`config.mk`:
```
export PLATFORM = sky130hd
export DESIGN_NAME = alarm_clock_controller_core
export DESIGN_NICKNAME = d
export VERILOG_FILES = /design/src/sv/acc_pkg.sv /design/src/sv/acc_regs.sv /design/src/sv/acc_step.sv /design/src/sv/alarm_clock_controller_core.sv
export SDC_FILE = /design/constraint.sdc
export NUM_CORES = 1
export LEC_CHECK = 0
export ABC_CLOCK_PERIOD_IN_PS = 17100
export BUFFER_PORTS_ARGS = -buffer_cell sky130_fd_sc_hd__buf_4
export CAP_MARGIN = 20
export CORE_ASPECT_RATIO = 0.9
export CORE_MARGIN = 2
export CORE_UTILIZATION = 50
export CTS_CLUSTER_DIAMETER = 120
export CTS_CLUSTER_SIZE = 24
export DETAILED_ROUTE_END_ITERATION = 10
export PLACE_DENSITY = 0.69
export SETUP_SLACK_MARGIN = 0.5
export SYNTH_ARGS = -nofsm -noshare
export SYNTH_HDL_FRONTEND = slang
export SYNTH_SLANG_ARGS = --single-unit
```
`constraint.sdc`:
```
create_clock -name clk -period 17.1 [get_ports clk]
set_input_delay 0 -clock clk [delete_from_list [all_inputs] [get_ports clk]]
set_output_delay 0 -clock clk [all_outputs]
set_load 0.005 [all_outputs]
```
`src/sv/acc_pkg.sv`:
```
// ----------------------------------------------------------------------------
// acc_pkg
// shared types and constants of the alarm clock controller
// ----------------------------------------------------------------------------
package acc_pkg;

	localparam int NUM_ALARMS = 5;
	localparam int SLOT_W     = 3;
	localparam int ADDR_W     = 5;
	localparam int DATA_W     = 32;

	localparam logic [SLOT_W-1:0] SLOT_NONE = SLOT_W'(NUM_ALARMS);

	localparam logic [18:0] ALARM_TIMEOUT_MS   = 19'd300000;
	localparam logic [18:0] ALARM_EL_MAX       = 19'h7FFFF;
	localparam logic [8:0]  ALARM_BLINK_PERIOD = 9'd501;
	localparam logic [7:0]  ALERT_BLINK_PERIOD = 8'd251;
	localparam logic [12:0] ALERT_LEN_MS       = 13'd5000;
	localparam logic [12:0] LONG_PRESS_MS      = 13'd5000;
	localparam logic [12:0] MS13_MAX           = 13'h1FFF;
	localparam logic [5:0]  DEBOUNCE_MS        = 6'd50;
	localparam logic [5:0]  DEBOUNCE_MAX       = 6'd63;
	localparam logic [9:0]  MS_PER_S_LAST      = 10'd999;
	localparam logic [15:0] SECS_PER_MIN       = 16'd60;
	localparam logic [5:0]  ALARM_SEC_WINDOW   = 6'd5;
	localparam logic [2:0]  WEEKDAY_INVALID    = 3'd7;

	localparam logic OP_TICK  = 1'b0;
	localparam logic OP_START = 1'b1;

	typedef enum logic [1:0] {
		MODE_NORMAL    = 2'd0,
		MODE_RINGING   = 2'd1,
		MODE_COUNTDOWN = 2'd2
	} mode_t;

	typedef struct packed {
		logic       en;
		logic [6:0] days;
		logic [4:0] hour;
		logic [5:0] minute;
	} slot_t;

	typedef struct packed {
		logic       op;
		logic [4:0] clock_hour;
		logic [5:0] clock_minute;
		logic [5:0] clock_second;
		logic [2:0] weekday;
		logic       button_level;
		logic [9:0] duration_minutes;
	} item_t;

	typedef struct packed {
		logic [1:0]        mode;
		logic              buzzer_on;
		logic [SLOT_W-1:0] ringing_slot;
		logic [15:0]       remaining_seconds;
		logic              timer_alert;
		logic              reset_request;
		logic              start_rejected;
	} result_t;

endpackage

```
`src/sv/acc_regs.sv`:
```
// ----------------------------------------------------------------------------
// acc_regs
// apb register file holding the alarm slots
// ----------------------------------------------------------------------------
module acc_regs
	import acc_pkg::*;
(
	input  logic              clk,
	input  logic              arst_n,
	input  logic              psel,
	input  logic              penable,
	input  logic              pwrite,
	input  logic [ADDR_W-1:0] paddr,
	input  logic [DATA_W-1:0] pwdata,
	output logic [DATA_W-1:0] prdata,
	output logic              pready,
	output slot_t             slots [NUM_ALARMS]
);

	slot_t      slots_q [NUM_ALARMS];
	logic [2:0] idx;
	logic       wr_en;

	assign idx    = paddr[4:2];
	assign wr_en  = psel && penable && pwrite;
	assign pready = 1'b1;
	assign slots  = slots_q;

	always_ff @(posedge clk or negedge arst_n) begin
		if (!arst_n) begin
			for (int i = 0; i < NUM_ALARMS; i++) begin
				slots_q[i] <= '0;
			end
		end else if (wr_en) begin
			for (int i = 0; i < NUM_ALARMS; i++) begin
				if (idx == 3'(i)) begin
					slots_q[i] <= slot_t'(pwdata[18:0]);
				end
			end
		end
	end

	always_comb begin
		prdata = '0;
		for (int i = 0; i < NUM_ALARMS; i++) begin
			if (idx == 3'(i)) begin
				prdata = DATA_W'(slots_q[i]);
			end
		end
	end

endmodule

```
`src/sv/acc_step.sv`:
```
// ----------------------------------------------------------------------------
// acc_step
// controller state and the per-request update logic
// ----------------------------------------------------------------------------
module acc_step
	import acc_pkg::*;
(
	input  logic    clk,
	input  logic    arst_n,
	input  logic    adv,
	input  item_t   item,
	input  slot_t   slots [NUM_ALARMS],
	output result_t res
);

	typedef struct packed {
		mode_t             mode;
		logic [SLOT_W-1:0] ring_idx;
		logic [18:0]       a_el;
		logic [8:0]        a_bl;
		logic              a_ph;
		logic [9:0]        cd_ms;
		logic [15:0]       cd_left;
		logic              cd_run;
		logic              al_f;
		logic [12:0]       al_el;
		logic [7:0]        al_bl;
		logic              al_ph;
		logic              last_b;
		logic [5:0]        db;
		logic [12:0]       pr;
	} st_t;

	st_t                 st_q;
	st_t                 nx;
	logic                rst_req;
	logic                rej;
	logic [NUM_ALARMS-1:0] hit;

	always_comb begin
		logic [7:0] mask;
		for (int i = 0; i < NUM_ALARMS; i++) begin
			mask   = {1'b0, slots[i].days};
			hit[i] = slots[i].en && (slots[i].hour == item.clock_hour)
				&& (slots[i].minute == item.clock_minute)
				&& (item.clock_second < ALARM_SEC_WINDOW)
				&& (item.weekday != WEEKDAY_INVALID) && mask[item.weekday];
		end
	end

	always_comb begin
		logic             found;
		logic [SLOT_W-1:0] first;
		nx      = st_q;
		rst_req = 1'b0;
		rej     = 1'b0;
		found   = 1'b0;
		first   = SLOT_NONE;
		for (int i = NUM_ALARMS - 1; i >= 0; i--) begin
			if (hit[i]) begin
				found = 1'b1;
				first = SLOT_W'(i);
			end
		end
		if (item.op == OP_START) begin
			if (st_q.cd_run) begin
				rej = 1'b1;
			end else begin
				nx.cd_left  = 16'(item.duration_minutes) * SECS_PER_MIN;
				nx.cd_ms    = '0;
				nx.cd_run   = 1'b1;
				nx.mode     = MODE_COUNTDOWN;
				nx.ring_idx = SLOT_NONE;
				nx.a_el     = '0;
				nx.a_bl     = '0;
				nx.a_ph     = 1'b0;
			end
		end else begin
			// alert timing
			if (nx.al_f) begin
				if (nx.al_el != MS13_MAX) nx.al_el = nx.al_el + 13'd1;
				if (nx.al_el >= ALERT_LEN_MS) begin
					nx.al_f  = 1'b0;
					nx.al_el = '0;
					nx.al_bl = '0;
					nx.al_ph = 1'b0;
				end else begin
					nx.al_bl = nx.al_bl + 8'd1;
					if (nx.al_bl >= ALERT_BLINK_PERIOD) begin
						nx.al_bl = '0;
						nx.al_ph = !nx.al_ph;
					end
				end
			end
			// button
			if (nx.db != DEBOUNCE_MAX) nx.db = nx.db + 6'd1;
			if (nx.pr != MS13_MAX) nx.pr = nx.pr + 13'd1;
			if ((item.button_level != nx.last_b) && (nx.db >= DEBOUNCE_MS)) begin
				nx.db = '0;
				if (!item.button_level) begin
					nx.pr = '0;
				end else if (nx.pr >= LONG_PRESS_MS) begin
					rst_req = 1'b1;
				end else if (nx.mode == MODE_RINGING) begin
					nx.mode     = MODE_NORMAL;
					nx.ring_idx = SLOT_NONE;
					nx.a_el     = '0;
					nx.a_bl     = '0;
					nx.a_ph     = 1'b0;
					nx.cd_run   = 1'b0;
					nx.cd_ms    = '0;
					nx.cd_left  = '0;
					nx.al_f     = 1'b0;
					nx.al_el    = '0;
					nx.al_bl    = '0;
					nx.al_ph    = 1'b0;
				end else if ((nx.mode == MODE_NORMAL) && nx.al_f) begin
					nx.al_f  = 1'b0;
					nx.al_el = '0;
					nx.al_bl = '0;
					nx.al_ph = 1'b0;
				end
			end
			nx.last_b = item.button_level;
			// mode work
			case (nx.mode)
				MODE_NORMAL: begin
					if (found) begin
						nx.mode     = MODE_RINGING;
						nx.ring_idx = first;
						nx.a_el     = '0;
						nx.a_bl     = ALARM_BLINK_PERIOD - 9'd1;
						nx.a_ph     = 1'b0;
					end
				end
				MODE_COUNTDOWN: begin
					if (nx.cd_run) begin
						if (nx.cd_ms == MS_PER_S_LAST) begin
							nx.cd_ms = '0;
							if (nx.cd_left != '0) nx.cd_left = nx.cd_left - 16'd1;
						end else begin
							nx.cd_ms = nx.cd_ms + 10'd1;
						end
						if (nx.cd_left == '0) begin
							nx.cd_run  = 1'b0;
							nx.cd_ms   = '0;
							nx.al_f    = 1'b1;
							nx.al_el   = '0;
							nx.al_bl   = ALERT_BLINK_PERIOD - 8'd1;
							nx.al_ph   = 1'b0;
						end
					end
					if (!nx.cd_run) nx.mode = MODE_NORMAL;
				end
				MODE_RINGING: begin
					if (nx.a_el != ALARM_EL_MAX) nx.a_el = nx.a_el + 19'd1;
					nx.a_bl = nx.a_bl + 9'd1;
					if (nx.a_bl >= ALARM_BLINK_PERIOD) begin
						nx.a_bl = '0;
						nx.a_ph = !nx.a_ph;
					end
					if (nx.a_el > ALARM_TIMEOUT_MS) begin
						nx.mode     = MODE_NORMAL;
						nx.ring_idx = SLOT_NONE;
						nx.a_el     = '0;
						nx.a_bl     = '0;
						nx.a_ph     = 1'b0;
						nx.cd_run   = 1'b0;
						nx.cd_ms    = '0;
						nx.cd_left  = '0;
						nx.al_f     = 1'b0;
						nx.al_el    = '0;
						nx.al_bl    = '0;
						nx.al_ph    = 1'b0;
					end
				end
				default: begin
					nx.mode = MODE_NORMAL;
				end
			endcase
		end
		res.mode              = nx.mode;
		res.buzzer_on         = ((nx.mode == MODE_RINGING) && nx.a_ph) || (nx.al_f && nx.al_ph);
		res.ringing_slot      = nx.ring_idx;
		res.remaining_seconds = nx.cd_run ? nx.cd_left : 16'd0;
		res.timer_alert       = nx.al_f;
		res.reset_request     = rst_req;
		res.start_rejected    = rej;
	end

	always_ff @(posedge clk or negedge arst_n) begin
		if (!arst_n) begin
			st_q <= '{mode: MODE_NORMAL, ring_idx: SLOT_NONE, last_b: 1'b1,
				db: DEBOUNCE_MAX, default: '0};
		end else if (adv) begin
			st_q <= nx;
		end
	end

`ifndef NO_ASSERTIONS
	a_ring_idx: assert property (@(posedge clk) disable iff (!arst_n)
		(st_q.mode == MODE_RINGING) == (st_q.ring_idx != SLOT_NONE))
		else $error("ringing slot disagrees with mode");
	a_cd_mode: assert property (@(posedge clk) disable iff (!arst_n)
		st_q.cd_run |-> (st_q.mode == MODE_COUNTDOWN))
		else $error("countdown running outside countdown mode");
	a_alert_idle: assert property (@(posedge clk) disable iff (!arst_n)
		!st_q.al_f |-> (st_q.al_el == '0) && !st_q.al_ph)
		else $error("alert timing left over");
	a_ms_range: assert property (@(posedge clk) disable iff (!arst_n)
		st_q.cd_ms <= MS_PER_S_LAST)
		else $error("millisecond counter out of range");
	a_start_runs: assert property (@(posedge clk) disable iff (!arst_n)
		adv && (item.op == OP_START) |=> st_q.cd_run)
		else $error("start request left no countdown running");
`endif

endmodule

```
`src/sv/alarm_clock_controller_core.sv`:
```
// ----------------------------------------------------------------------------
// alarm_clock_controller_core
// alarm, countdown and button controller driven by millisecond requests
// ----------------------------------------------------------------------------
// One request per clock cycle is taken when the result side keeps up: a
// request is captured in an input register, the whole update of the alarm,
// countdown, alert and button state is done combinationally from there into
// the result register, and the result is offered from that register.
// The alarm slots are written over apb at byte addresses 0x00 to 0x10 and
// read back at the same addresses; write them only while no request is in
// flight. There is no start-up pass after reset.
module alarm_clock_controller_core
	import acc_pkg::*;
(
	input  logic              clk,
	input  logic              arst_n,
	input  logic              s_tvalid,
	output logic              s_tready,
	// hour[4:0] minute[10:5] second[16:11] weekday[19:17] button[20] duration[30:21]
	input  logic [31:0]       s_tdata,
	// op[0]
	input  logic              s_tuser,
	output logic              m_tvalid,
	input  logic              m_tready,
	// mode[1:0] buzzer[2] slot[5:3] remaining[21:6] alert[22] reset_req[23] rejected[24]
	output logic [31:0]       m_tdata,
	input  logic              psel,
	input  logic              penable,
	input  logic              pwrite,
	input  logic [ADDR_W-1:0] paddr,
	input  logic [DATA_W-1:0] pwdata,
	output logic [DATA_W-1:0] prdata,
	output logic              pready
);

	item_t   item_s1;
	logic    vld_s1;
	result_t res;
	result_t res_s2;
	logic    vld_s2;
	logic    adv;
	logic    s_acc;
	slot_t   slots [NUM_ALARMS];

	assign adv      = vld_s1 && (!vld_s2 || m_tready);
	assign s_tready = !vld_s1 || adv;
	assign s_acc    = s_tvalid && s_tready;
	assign m_tvalid = vld_s2;
	assign m_tdata  = {7'd0, res_s2.start_rejected, res_s2.reset_request, res_s2.timer_alert,
		res_s2.remaining_seconds, res_s2.ringing_slot, res_s2.buzzer_on, res_s2.mode};

	always_ff @(posedge clk or negedge arst_n) begin
		if (!arst_n) begin
			vld_s1 <= 1'b0;
			vld_s2 <= 1'b0;
		end else begin
			if (s_acc) begin
				vld_s1 <= 1'b1;
			end else if (adv) begin
				vld_s1 <= 1'b0;
			end
			if (adv) begin
				vld_s2 <= 1'b1;
			end else if (m_tready) begin
				vld_s2 <= 1'b0;
			end
		end
	end

	always_ff @(posedge clk) begin
		if (s_acc) begin
			item_s1.op               <= s_tuser;
			item_s1.clock_hour       <= s_tdata[4:0];
			item_s1.clock_minute     <= s_tdata[10:5];
			item_s1.clock_second     <= s_tdata[16:11];
			item_s1.weekday          <= s_tdata[19:17];
			item_s1.button_level     <= s_tdata[20];
			item_s1.duration_minutes <= s_tdata[30:21];
		end
		if (adv) begin
			res_s2 <= res;
		end
	end

	acc_regs u_regs (
		.clk     (clk),
		.arst_n  (arst_n),
		.psel    (psel),
		.penable (penable),
		.pwrite  (pwrite),
		.paddr   (paddr),
		.pwdata  (pwdata),
		.prdata  (prdata),
		.pready  (pready),
		.slots   (slots)
	);

	acc_step u_step (
		.clk    (clk),
		.arst_n (arst_n),
		.adv    (adv),
		.item   (item_s1),
		.slots  (slots),
		.res    (res)
	);

endmodule
```
==> results of run 1 <==
final cells by class:
class / instances / share of cell area (%)
repair buffers: 185 / 8.24
clock buffers: 23 / 2.18
flip-flops and latches: 258 / 36.3
clock inverters: 1 / 0.0471
inverters: 52 / 1.05
well taps: 422 / 2.84
multi-input cells: 1312 / 49.4
path summary, 6_finish.rpt:
kind / start / cells past startpoint / endpoint / slack, ps
worst max-delay path: u_step.st_q[0] / 21 / m_tdata[9] / 10280
worst min-delay path: paddr[4] / 3 / u_regs.slots[12] / 110
worst max register to register: u_step.st_q[0] / 21 / m_tdata[9] / 10280
worst min register to register: u_step.st_q[19] / 2 / u_step.st_q[19] / 480
max in group asynchronous: arst_n / 4 / u_step.st_q[35] / 14980
min in group asynchronous: arst_n / 2 / u_regs.slots[13] / 120
Yosys cell counts (8+ instances only):
cell / instances / area share (%)
dfrtp_1: 192 / 29
dfstp_2: 9 / 1.4
o2111ai_1: 11 / 0.58
a21o_1: 11 / 0.50
mux2i_1: 36 / 2.2
and2_1: 22 / 0.83
and3_1: 39 / 1.5
clkbuf_1: 75 / 1.7
ha_1: 31 / 2.3
inv_1: 49 / 1.1
buf_2: 14 / 0.42
nor3_1: 34 / 1.0
a31oi_1: 20 / 0.75
nand2_1: 149 / 3.4
a211oi_1: 12 / 0.54
a21oi_1: 101 / 3.0
edfxtp_1: 57 / 10
nand3_1: 57 / 1.7
a22o_1: 16 / 0.84
or4_1: 8 / 0.36
o31ai_1: 17 / 0.77
nand2b_1: 21 / 0.79
nor2_1: 101 / 2.3
o22ai_1: 22 / 0.83
nand4_1: 45 / 1.7
mux4_2: 10 / 1.4
buf_4: 22 / 0.99
xnor2_1: 65 / 3.4
xor2_1: 18 / 0.95
nor4_1: 19 / 0.72
o211ai_1: 16 / 0.72
mux2_2: 99 / 6.7
fa_1: 17 / 2.0
and4_1: 8 / 0.42
o21ai_0: 111 / 3.3
a22oi_1: 21 / 0.95
nor3b_1: 8 / 0.36
metrics by stage:
stage / instance area, µm² / instances / util [%]
floorplan: 16700 / 1743 / -
global placement: 17600 / 2174 / 53.7
detailed placement: 17600 / 2174 / 53.7
CTS: 18600 / 2253 / 56.6
global route: 18600 / 2253 / 56.6
finish: 18600 / 2253 / 56.6
per-layer routing:
layer  GRT usage [%]  vias up
met3            3.37       76
met5               0        -
met2            41.3      544
met1            38.1     6993
met4            6.76        0
li1                -     6579
where the power goes:
part | leakage [nW] | internal, mW | switching [mW] | total [mW]
Clock | 0.198 | 0.166 | 0.211 | 0.377
Combinational | 4.27 | 0.316 | 0.416 | 0.732
Sequential | 3.15 | 0.757 | 0.142 | 0.899
state kept, by name (all words and copies together), names as in the netlist:
name          flops
item_s1          32
m_tdata          25
m_tvalid          1
u_regs.slots     95
u_step.st_q     104
vld_s1            1
kinds of logic (layout without fill, tap and decap cells):
| logic type | after synthesis | after routing | synth area share, % |
|---|---|---|---|
| buffers and inverters | 173 | 261 | 4.69 |
| multiplexers | 145 | 145 | 10.2 |
| AO/OA/AOI/OAI | 460 | 460 | 18.4 |
| adder cells (fa/ha/maj) | 48 | 48 | 4.38 |
| AND/OR/NAND/NOR | 555 | 555 | 17.2 |
| flip-flops | 258 | 258 | 40.6 |
| other | 2 | 21 | 0.0452 |
| XOR/XNOR | 83 | 83 | 4.37 |
repair_timing:
item / CTS / global route
gates resized for setup: 0 / 0
setup endpoints to repair: 0 / 0
endpoints found under the hold margin: 219 / 0
hold buffers: 55 / 0
worst min-delay path, delay by kind of cell:
kind / cells / cell delay (ps)
multiplexers: 1 / 170
AND/OR/NAND/NOR: 1 / 180
buffers and inverters: 1 / 220
==> summary.txt, run 1 <==
Outcome
  • Status: finished, final reports clean

Global route
  • Largest net degree at the start of global routing: 94
  • Total grt overflow: 0
  • GR Util All Layers: 26.1%
  • Initial antenna violation count: 0
  • Via count of the first global-routing pass: 13.7k
  • First-pass GRT wire length: 73300 µm

STA
  • Final hold slack: 112 ps
  • Setup ws final: 10280 ps
  • Worst-margin pin slew: 1090 ps
  • Unrepaired setup endpoints after global routing: false
  • Setup Skew: 37.4 ps
  • Crit path time final: 6820 ps
  • Worst slew margin: 27.4%
  • Final slew viol count: 0
  • Setup TNS Final: 0 ps
  • Setup violations, final: 0
  • Fin. Hold Viols: 0
  • Achievable Freq: 147 MHz
  • Fin crit share: 39.9%

Route
  • Wl on met1: 20600 µm
  • Top Metal Used: met4
  • Vias after detailed routing: 14.2k
  • Routed WL per cell: 19.9 µm
  • DRT Pass-1 Iters: 7
  • Drt first-iter violations: 1465
  • Final WL: 44800 µm
  • Post-route DRC: 0
  • Met3 WL: 2890 µm
  • Met2 WL post-DR: 20300 µm
  • Post-DRT Antenna Nets: 0
  • Vias/cell: 6.30

Cells and area
  • Most frequent cells in the layout: dfrtp_1 (192), nand2_1 (149), buf_4 (129)
  • Layout area overhead: 12.0%
  • Layout cells sized above 1: 16.0%
  • Register area: 6750 µm²
  • # nets final: 1948
  • Commonest non-fill, non-tap cell in the layout: dfrtp_1
  • Diode count: 0
  • Fill cells: 2842
  • Multi-input logic area: 9180 µm²

Setup path
  • Most used cell, CP: buf_4
  • Crit-path cells: ha_1 -> nand4_1 -> nor4_2 -> or3_1 -> a311oi_1 -> o211ai_4 -> buf_4 -> and2_1 -> ha_1 -> nand3_1 -> nor3_1 -> a211oi_1 -> nand4bb_1 -> o311ai_1 -> nor4bb_2 -> buf_4 -> or2_2 -> o311ai_1 -> buf_4 -> and2_0 -> nor2_1
  • Worst path bufs/invs: 3
  • Slowest-stage cell, CP: nor4_2
  • Critical path's largest stage delay: 580 ps
  • Critical Path Sink Type: flip-flop
  • Top Family by Delay on Critical Path: simple AND/OR/NAND/NOR gates
  • Maximum fanout along the worst path: 36
  • Req. time, crit path: 17370 ps
  • Critical Path AT: 7090 ps
  • Crit path kind: flip-flop to flip-flop
  • CP Launch Type: flip-flop

Die
  • I/O pins: 144
  • Starting Density: 50.6%
  • Die width: 196 µm
  • FP Rows: 63
  • Core Box Area: 32900 µm²
  • Die area: 34700 µm²
  • Die Ht: 177 µm

Logic synthesis
  • Synth cell types: 92
  • Post-synth EDFFs: 57
  • Async SR Flop Fraction: 77.9%
  • Synth Flop Type: dfrtp_1
  • Area of the mapped netlist: 16600 µm²
  • Post-Synthesis Cells: 1724
  • Number of warnings issued by yosys: 0
  • Syn avg cell area: 9.64 µm²
  • Synth Register Bits: 258
  • Sequential element share of the synthesized area: 40.6%

Clocking
  • Post-CTS Setup Repair Bufs: 0
  • Max clock buf depth: 3
  • CTS root buf: clkbuf_16
  • Num CTS Buffers: 14
  • CTS tree: yes
  • H-tree levels: 1
  • Clk_lat worst skew: 520 ps
  • Total clock sinks: 258
  • Reg clk slew, reported paths: 110 ps

Min path
  • Worst hold path type: input pin to flip-flop

Pwr
  • Pwr Density: 108 nW/µm²
  • Total power: 2.01 mW
  • Static Leak: 7.63 nW
  • Maximum VDD drop: 0.102 mV

Place
  • RD Place Congestion: 0.929
  • Pre-CTS setup slack: 10440 ps
  • Post-DP HPWL: 30500 µm
  • Port bufs: 106

Job
  • Max-cap violations: 0
(Power assumes the default switching activity.)
==> run 2, diff against run 1 <==
ABC_AREA = 1   (was not set)
ABC_CLOCK_PERIOD_IN_PS = 7000   (was 17100)
clock period = 7 ns   (was 17.1 ns; I/O delays follow)
==> summary.txt, run 2 <==
STA
  • Fin crit share: 82.7% (+43 points)
  • Achievable Freq: 173 MHz (+18%)
  • Setup violations, final: 0 (unchanged)
  • Worst-margin pin slew: 976 ps (-113 ps)
  • Worst slew margin: 34.8% (+7.5 points)
  • Crit path time final: 5790 ps (-1030 ps)
  • Setup Skew: 28.4 ps (-9.03 ps)
  • Fin. Hold Viols: 0 (unchanged)
  • Final hold slack: 40.2 ps (-71.9 ps)
  • Setup TNS Final: 0 ps (unchanged)
  • Setup ws final: 1210 ps (-9070 ps)
  • Final slew viol count: 0 (unchanged)
  • Unrepaired setup endpoints after global routing: false

Die
  • Die width: 201 µm (+2.4%)
  • Core Box Area: 34200 µm² (+4.0%)
  • Starting Density: 51.0% (+0.48 points)
  • FP Rows: 64 (+1.6%)
  • I/O pins: 144 (unchanged)
  • Die Ht: 181 µm (+2.4%)
  • Die area: 36400 µm² (+4.9%)

Cells and area
  • Reg with most FFs: u_step.st_q
  • Post-route cell area: 19400 µm² (+4.5%)
  • Share of the core filled with cells: 56.9% (+0.26 points)
  • Register area: 6750 µm² (unchanged)
  • Diode count: 0 (unchanged)
  • Commonest non-fill, non-tap cell in the layout: nand2_1
  • Layout area overhead: 11.4%
  • Most frequent cells in the layout: nand2_1 (727), inv_1 (254), o21ai_0 (253)
  • Multi-input logic area: 9140 µm² (-0.41%)
  • Layout cells sized above 1: 9.26% (-6.7 points)
  • Largest register FFs: 104 (unchanged)
  • # nets final: 2633 (+35%)
  • Fill cells: 3178 (+12%)

Route
  • DRT Pass-1 Iters: 5 (-2)
  • Post-DRT Antenna Nets: 0 (unchanged)
  • Post-route DRC: 0 (unchanged)
  • Routed WL per cell: 17.1 µm (-14%)
  • Vias/cell: 5.64 (-10%)
  • Final WL: 50900 µm (+13%)
  • Vias after detailed routing: 16.8k (+18%)
  • Drt first-iter violations: 1510 (+3.1%)

Min path
  • Worst hold path type: input pin to asynchronous set/reset pin

Setup path
  • Reg-to-reg endpoint: m_tdata[9]
  • Top Family by Delay on Critical Path: simple AND/OR/NAND/NOR gates
  • Maximum fanout along the worst path: 27 (-25%)
  • Critical path's largest stage delay: 610 ps (+30 ps)
  • R2r worst-path depth: 28 (+33%)
  • Critical Path Sink Type: flip-flop
  • Most used cell, CP: nand2_1
  • Crit path kind: flip-flop to flip-flop
  • R2R Setup Slk: 1210 ps (-9070 ps)
  • Worst r2r src: u_step.st_q[0]
  • Slowest-stage cell, CP: a21oi_4
  • Critical Path AT: 6010 ps (-1080 ps)
  • Worst path bufs/invs: 4 (+1)
  • CP Launch Type: flip-flop
  • Req. time, crit path: 7220 ps (-10150 ps)

Logic synthesis
  • Post-synth EDFFs: 57 (unchanged)
  • Async SR Flop Fraction: 77.9% (unchanged)
  • Number of warnings issued by yosys: 0 (unchanged)
  • Yosys top cell by area: dfrtp_1
  • Yosys top cell area share: 27.5% (-1.4 points)
  • Commonest cells in the netlist: nand2_1 (727), inv_1 (255), o21ai_0 (253)
  • Area of the mapped netlist: 17500 µm² (+5.0%)
  • Sequential element share of the synthesized area: 38.7% (-1.9 points)
  • Synth area leaders: dfrtp_1 (28%), nand2_1 (16%), edfxtp_1 (9.8%)
  • Synth cell types: 65 (-29%)
  • Post-Synthesis Cells: 2404 (+39%)
  • Most common cell in the synthesized netlist: nand2_1
  • Syn avg cell area: 7.26 µm² (-25%)
  • Synth Flop Type: dfrtp_1
  • Synth Register Bits: 258 (unchanged)

Global route
  • First-pass GRT wire length: 83000 µm (+13%)
  • GR Util All Layers: 27.6% (+1.5 points)
  • Total grt overflow: 0 (unchanged)
  • Initial antenna violation count: 0 (unchanged)
  • Largest net degree at the start of global routing: 78 (-17%)
  • Via count of the first global-routing pass: 16.3k (+19%)

Clocking
  • CTS tree: yes
  • CTS root buf: clkbuf_16
  • Num CTS Buffers: 14 (unchanged)
  • Clk_lat worst skew: 520 ps (about the same)
  • Total clock sinks: 258 (unchanged)
  • Reg clk slew, reported paths: 100 ps (about the same)
  • Max clock buf depth: 3 (unchanged)
  • H-tree levels: 1 (unchanged)
  • Post-CTS Setup Repair Bufs: 0 (unchanged)

Place
  • RD Place Congestion: 0.969 (+4.3%)
  • Post-DP Area: 18500 µm² (+4.7%)
  • Pre-CTS setup slack: 1360 ps (-9080 ps)
  • Port bufs: 106 (unchanged)
  • Post-DP HPWL: 35200 µm (+15%)

Pwr
  • Combinational fraction of design power: 45.1% (+8.6 points)
  • Int Power: 3.31 mW (+170%)
  • Sw Share: 45.0% (+6.7 points)
  • Clock power frac: 15.3% (-3.5 points)
  • P_sw: 2.70 mW (+250%)
  • Register share of total power: 39.6% (-5.2 points)
  • Static Leak: 9.21 nW (+21%)
  • Pwr Density: 309 nW/µm² (+190%)
  • Maximum VDD drop: 0.259 mV (+150%)

Job
  • Max-cap violations: 0 (unchanged)

Outcome
  • Status: finished, final reports clean
==> run 2: cell types whose count changed after synthesis, moves of 23 or more <==
| cell | before | now |
|---|---|---|
| a21oi_1 | 101 | 78 |
| and3_1 | 39 | 1 |
| inv_1 | 49 | 255 |
| mux2_2 | 99 | 0 |
| mux2i_1 | 36 | 0 |
| nand2_1 | 149 | 727 |
| nand3_1 | 57 | 143 |
| nor2_1 | 101 | 158 |
| o21ai_0 | 111 | 253 |
| o21ai_1 | 7 | 34 |
| xnor2_1 | 65 | 9 |
| xor2_1 | 18 | 45 |
==> run 2: power by group through the flow <==
| stage | sequential [mW] | clock (mW) | combinational, mW |
|---|---|---|---|
| after global placement | 2.38 | 0 | 2.57 |
| after global routing | 2.43 | 0.990 | 3.09 |
| final | 2.38 | 0.922 | 2.71 |
| after detailed placement | 2.39 | 0 | 2.64 |
| after floorplan | 2.26 | 0 | 2.02 |
| after CTS | 2.37 | 0.943 | 2.68 |
==> run 2: metal layers <==
layer | share of wire [%] | vias up | wire (µm) | GRT usage [%]
li1 | - | 8100 | - | -
met1 | 45 | 8049 | 23100 | 38.7
met2 | 47 | 582 | 23600 | 46.1
met3 | 6.0 | 74 | 3040 | 2.72
met4 | 2.1 | 0 | 1070 | 6.84
met5 | 0 | - | 0 | 0
==> run 2: area by class of cell <==
type | count | share of cell area, %
Multi-Input combinational cell | 1780 | 47.0
Sequential cell | 258 | 34.7
Timing Repair Buffer | 183 | 7.88
Inverter | 271 | 5.25
Tap cell | 462 | 2.97
Clock buffer | 23 | 2.09
Clock inverter | 1 | 0.0451
==> run 2: how the worst max path moves through the flow <==
| stage | from | end | depth (start not counted) |
|---|---|---|---|
| floorplan | u_step.st_q[0] | m_tdata[21] | 34 |
| global placement | u_step.st_q[0] | m_tdata[9] | 26 |
| detailed placement | u_step.st_q[0] | m_tdata[10] | 28 |
| CTS | u_step.st_q[0] | m_tdata[11] | 28 |
| global route | u_step.st_q[0] | m_tdata[10] | 30 |
| finish | u_step.st_q[0] | m_tdata[9] | 28 |
==> run 2: cell families (layout without fill, tap and decap cells) <==
group,Yosys count,count (layout),share of synthesized area [%]
fa+ha+maj,48,48,4.17
other cells,2,21,0.0430
flops,258,258,38.7
simple gates,1165,1165,28.8
compound gates,492,492,16.2
xor+xnor,54,54,2.71
buf+inv,385,478,9.37
==> run 2: what timing repair did <==
item                      4_1_cts  5_1_grt
hold buffers                   56        0
resized for setup               0        0
hold endpoints to repair      206        0
==> run 2: metrics by stage <==
stage	total power, mW	instances
after global placement	4.96	2898
final	6.01	2978
after global routing	6.52	2978
after detailed placement	5.03	2898
after CTS	6.00	2978
after floorplan	4.28	2423
